<file path="src/hw/rtl/wo_pkg.sv">
// Shared types and constants for the wavetable oscillator.
// Used by wo_ctrl, wo_datapath and wavetable_oscillator_top; depends on nothing.
package wo_pkg;

    localparam int TABLE_DEPTH = 256;
    localparam int ADDR_W      = $clog2(TABLE_DEPTH);
    localparam int PHASE_W     = 16;
    localparam int FRAC_W      = PHASE_W - ADDR_W;
    localparam int STEP_W      = 16;
    localparam int GAIN_W      = 16;
    localparam int BIAS_W      = 16;
    localparam int CFG_DATA_W  = 16;
    localparam int CFG_IDX_W   = 2;

    localparam logic [PHASE_W-1:0] PHASE_STEP_RESET  = 16'd900;
    localparam logic [GAIN_W-1:0]  OUTPUT_GAIN_RESET = 16'd255;
    localparam logic [BIAS_W-1:0]  OUTPUT_BIAS_RESET = 16'd0;

    // Register indexes of the configuration port.
    localparam logic [CFG_IDX_W-1:0] CFG_PHASE_STEP    = 2'd0;
    localparam logic [CFG_IDX_W-1:0] CFG_OUTPUT_GAIN   = 2'd1;
    localparam logic [CFG_IDX_W-1:0] CFG_OUTPUT_BIAS   = 2'd2;
    localparam logic [CFG_IDX_W-1:0] CFG_EXTERNAL_MODE = 2'd3;

    // Operation codes of an input word.
    localparam logic OP_SAMPLE = 1'b0;
    localparam logic OP_WRITE  = 1'b1;

    typedef struct packed {
        logic mem_we;      // store the incoming table entry
        logic capture_in;  // latch the incoming step, read the low entry
        logic read_hi;     // address the next entry and keep the low one
        logic mul_frac;    // form the interpolation product
        logic mul_gain;    // form the gain product
        logic load_out;    // load the output word and advance the phase
    } wo_cmd_t;

    typedef struct packed {
        logic out_free;    // the output register can take a word this cycle
    } wo_status_t;

endpackage

</file>
<file path="src/hw/rtl/wo_ctrl.sv">
// Controller state machine of the wavetable oscillator.
// Depends on wo_pkg; drives the command struct of wo_datapath.
module wo_ctrl
    import wo_pkg::*;
(
    input  logic       aclk,
    input  logic       aresetn,
    input  logic       s_valid,
    output logic       s_ready,
    input  logic       s_operation,
    input  wo_status_t status,
    output wo_cmd_t    cmd
);

    typedef enum logic [2:0] {
        ST_IDLE,
        ST_READ_HI,
        ST_MUL_FRAC,
        ST_MUL_GAIN,
        ST_OUTPUT
    } state_t;

    state_t state_reg;
    state_t state_next;
    logic   accept;

    assign s_ready = (state_reg == ST_IDLE);
    assign accept  = s_valid && s_ready;

    always_comb begin
        state_next     = state_reg;
        cmd            = '0;
        cmd.capture_in = accept;
        case (state_reg)
            ST_IDLE: begin
                if (accept) begin
                    if (s_operation == OP_WRITE) begin
                        cmd.mem_we = 1'b1;
                    end else begin
                        state_next = ST_READ_HI;
                    end
                end
            end
            ST_READ_HI: begin
                cmd.read_hi = 1'b1;
                state_next  = ST_MUL_FRAC;
            end
            ST_MUL_FRAC: begin
                cmd.mul_frac = 1'b1;
                state_next   = ST_MUL_GAIN;
            end
            ST_MUL_GAIN: begin
                cmd.mul_gain = 1'b1;
                state_next   = ST_OUTPUT;
            end
            ST_OUTPUT: begin
                // Hold here while the previous word still sits unread.
                if (status.out_free) begin
                    cmd.load_out = 1'b1;
                    state_next   = ST_IDLE;
                end
            end
            default: begin
                state_next = ST_IDLE;
            end
        endcase
    end

    always_ff @(posedge aclk) begin
        if (!aresetn) begin
            state_reg <= ST_IDLE;
        end else begin
            state_reg <= state_next;
        end
    end

endmodule

</file>
<file path="config.mk">
export PLATFORM = sky130hd
export DESIGN_NAME = wo_ctrl
export DESIGN_NICKNAME = d
export VERILOG_FILES = /design/src/hw/rtl/wo_pkg.sv /design/src/hw/rtl/wo_ctrl.sv
export SDC_FILE = /design/constraint.sdc
export NUM_CORES = 1
export LEC_CHECK = 0
export BUFFER_PORTS_ARGS = -buffer_cell sky130_fd_sc_hd__buf_4
export CAP_MARGIN = 25
export CORE_AREA = 2 2 39 41
export CTS_BUF_LIST = sky130_fd_sc_hd__clkbuf_4
export CTS_CLUSTER_DIAMETER = 80
export DETAILED_ROUTE_END_ITERATION = 16
export DIE_AREA = 0 0 41 43
export GPL_ROUTABILITY_DRIVEN = 0
export SLEW_MARGIN = 20
export SYNTH_ARGS = -nofsm -noshare
export SYNTH_HDL_FRONTEND = slang
export SYNTH_SLANG_ARGS = --single-unit
</file>
<file path="constraint.sdc">
create_clock -name aclk -period 1.82 [get_ports aclk]
set_clock_uncertainty 0.2 [all_clocks]
set_input_delay 0.364 -clock aclk [delete_from_list [all_inputs] [get_ports aclk]]
set_output_delay 0.364 -clock aclk [all_outputs]
set_load 0.01 [all_outputs]
</file>
==> qor.yml <==
routed_wirelength_um: 410
initial_utilization: 0.146
drt_pass1_iterations: 2
crit_buf_inv: 1
startpoint_type: "flop"
synth.distinct_cells: 13
diodes: 0
detail-route-antenna-nets: 0
clock-root-buffer: "clkbuf_4"
path_class: "flop to output port"
clk_latency_ns: 0.23
crit_family: "simple AND/OR/NAND/NOR gates"
h-tree-depth: 1
tns_ns: 0
worst_pin_slew_ns: 0.305
cts_setup_buffers: 0
track_usage: 0.0512
fmax_mhz: 588
clkTransAtPathRegs_ns: 0.04
syn2layout_area_growth_pct: 52.5
synth_compound_area_frac: 0.0741
period_share: 0.935
synth_cells: 20
die-area_um2: 1760
synth_xor_area_frac: 0.0432
num_rows: 14
worstPathArrival_ns: 1.14
drive_gt1_frac: 0.531
io_buffers: 11
finalHoldViolCount: 0
nets: 38
use_met3: 0.0314
cts.sinks: 3
synthAdderAreaFrac: 0
ys_top_cells_by_area: "dfxtp_1 (30%), nor3b_1 (15%), buf_4 (7.4%), nor4b_2 (7.4%), o21a_1 (7.4%)"
yosysSeqAreaShare: 0.296
p_leak_uw: 0.000136
drt_iter0_markers: 2
dp.cells: 44
fp.dieW_um: 41
max_slew_margin: 0.797
crit_fanout: 8
grt_pass1_wl_um: 510
grt_max_degree: 9
crit_chain: "nor3_2 > and3_1 > buf_4"
synth_area_per_cell_um2: 10.1
layout.cells.non_filler: 48
drc: 0
synth_mux_area_frac: 0
largest_reg_flops: 3
setup_viol: 0
power_density_nw_per_um2: 868
first_global_vias: 147
antenna_found_initial: 0
synth_top_area_cell: "dfxtp_1"
drt-wirelength-per-cell_um: 8.54
vias: 178
syn_area_um2: 203
rsz0062_at_grt: "no"
grt_overflow_total: 0
core_um2: 1380
critPathMaxStageDelay_ns: 0.39
drv_slew: 0
grtUsageMet1: 0.0353
via_per_inst: 3.71
ys_seq_elements: 3
top_usage_layer: "met4"
cpMaxStageDelayCell: "dfxtp_1"
grt_use_met2: 0.0688
status: "complete, no violations"
cp-end-kind: "output port"
synth_top_family_by_area: "simple AND/OR/NAND/NOR gates"
cap_viol_max_count: 0
synth_nets: 25
hp-class: "input pin to flop"
worstPathRequired_ns: 1.26
post-route-min-period_ns: 1.70
synth_top_area_frac: 0.296
ys_warn_count: 0
vdd_drop_max_mv: 0.181
cts_max_path_buffers: 2
cts.repair.resized: 0
tritoncts: "done"
die_h_um: 43
ioPinCount: 12
yosys.area_share.simple: 0.457
ctsHoldBuffers: 0
cts_buffers: 3
final cells by class:
type                            instances  area, um2
Clock buffer                            4       30.0
Fill cell                             164       1070
Tap cell                               16       20.0
Multi-Input combinational cell         14        116
Sequential cell                         3       60.1
Timing Repair Buffer                   11       82.6
cells by family (layout without fill, tap and decap cells):
family | count (synthesis) | after routing
and+or+nand+nor | 11 | 11
DFF | 3 | 3
buffers and inverters | 3 | 15
AOI/OAI and AO/OA | 2 | 2
xor gates and xnor gates | 1 | 1
path summary, 6_finish.rpt:
| check | start | endpoint | slack, ns | depth (start not counted) |
|---|---|---|---|---|
| worst max register to register | state_reg[2] | state_reg[2] | 0.66 | 2 |
| worst min-delay path | aresetn | state_reg[2] | 0.16 | 2 |
| worst min register to register | state_reg[2] | state_reg[1] | 0.38 | 1 |
| worst max-delay path | state_reg[1] | cmd[5] | 0.12 | 3 |
metrics by stage:
step                hold WS [ns]  instance area, um2  utilization  worst slack (ns)  total power, uW
finish                     0.159                 309        0.223             0.118              268
global route               0.161                 309        0.223            0.0366              282
CTS                        0.153                 309        0.223            0.0933              277
detailed placement         0.375                 279        0.202             0.350              140
global placement           0.361                 279        0.202             0.363              139
floorplan                  0.282                 203            -             0.303              120
power by group:
| group | total [uW] | switching [uW] | internal, uW |
|---|---|---|---|
| clock network | 130 | 33.2 | 96.9 |
| registers | 82.1 | 11.2 | 70.9 |
| logic | 55.9 | 20.6 | 35.3 |
synth_stat cells:
library cell,number
and2_1,1
and3_1,1
and3b_1,1
buf_4,2
buf_6,1
dfxtp_1,3
nor2b_1,1
nor3_2,1
nor3b_1,4
nor4b_2,1
nor4bb_1,1
o21a_1,2
xnor2_1,1
cell usage in the layout (no fill, tap or decap), drive strengths merged:
| cell type | instances |
|---|---|
| and3 | 1 |
| buf | 11 |
| nor3b | 4 |
| nor4bb | 1 |
| o21a | 2 |
| xnor2 | 1 |
| dfxtp | 3 |
| nor2b | 1 |
| nor4b | 1 |
| and3b | 1 |
| clkbuf | 4 |
| nor3 | 1 |
| and2 | 1 |
routing by layer:
metal / part of all wire / wire length (um)
met5: 0 / 0
met4: 0 / 0
met3: 0.073 / 30
met2: 0.51 / 208
met1: 0.41 / 170
Power figures use the tool's default switching activity.
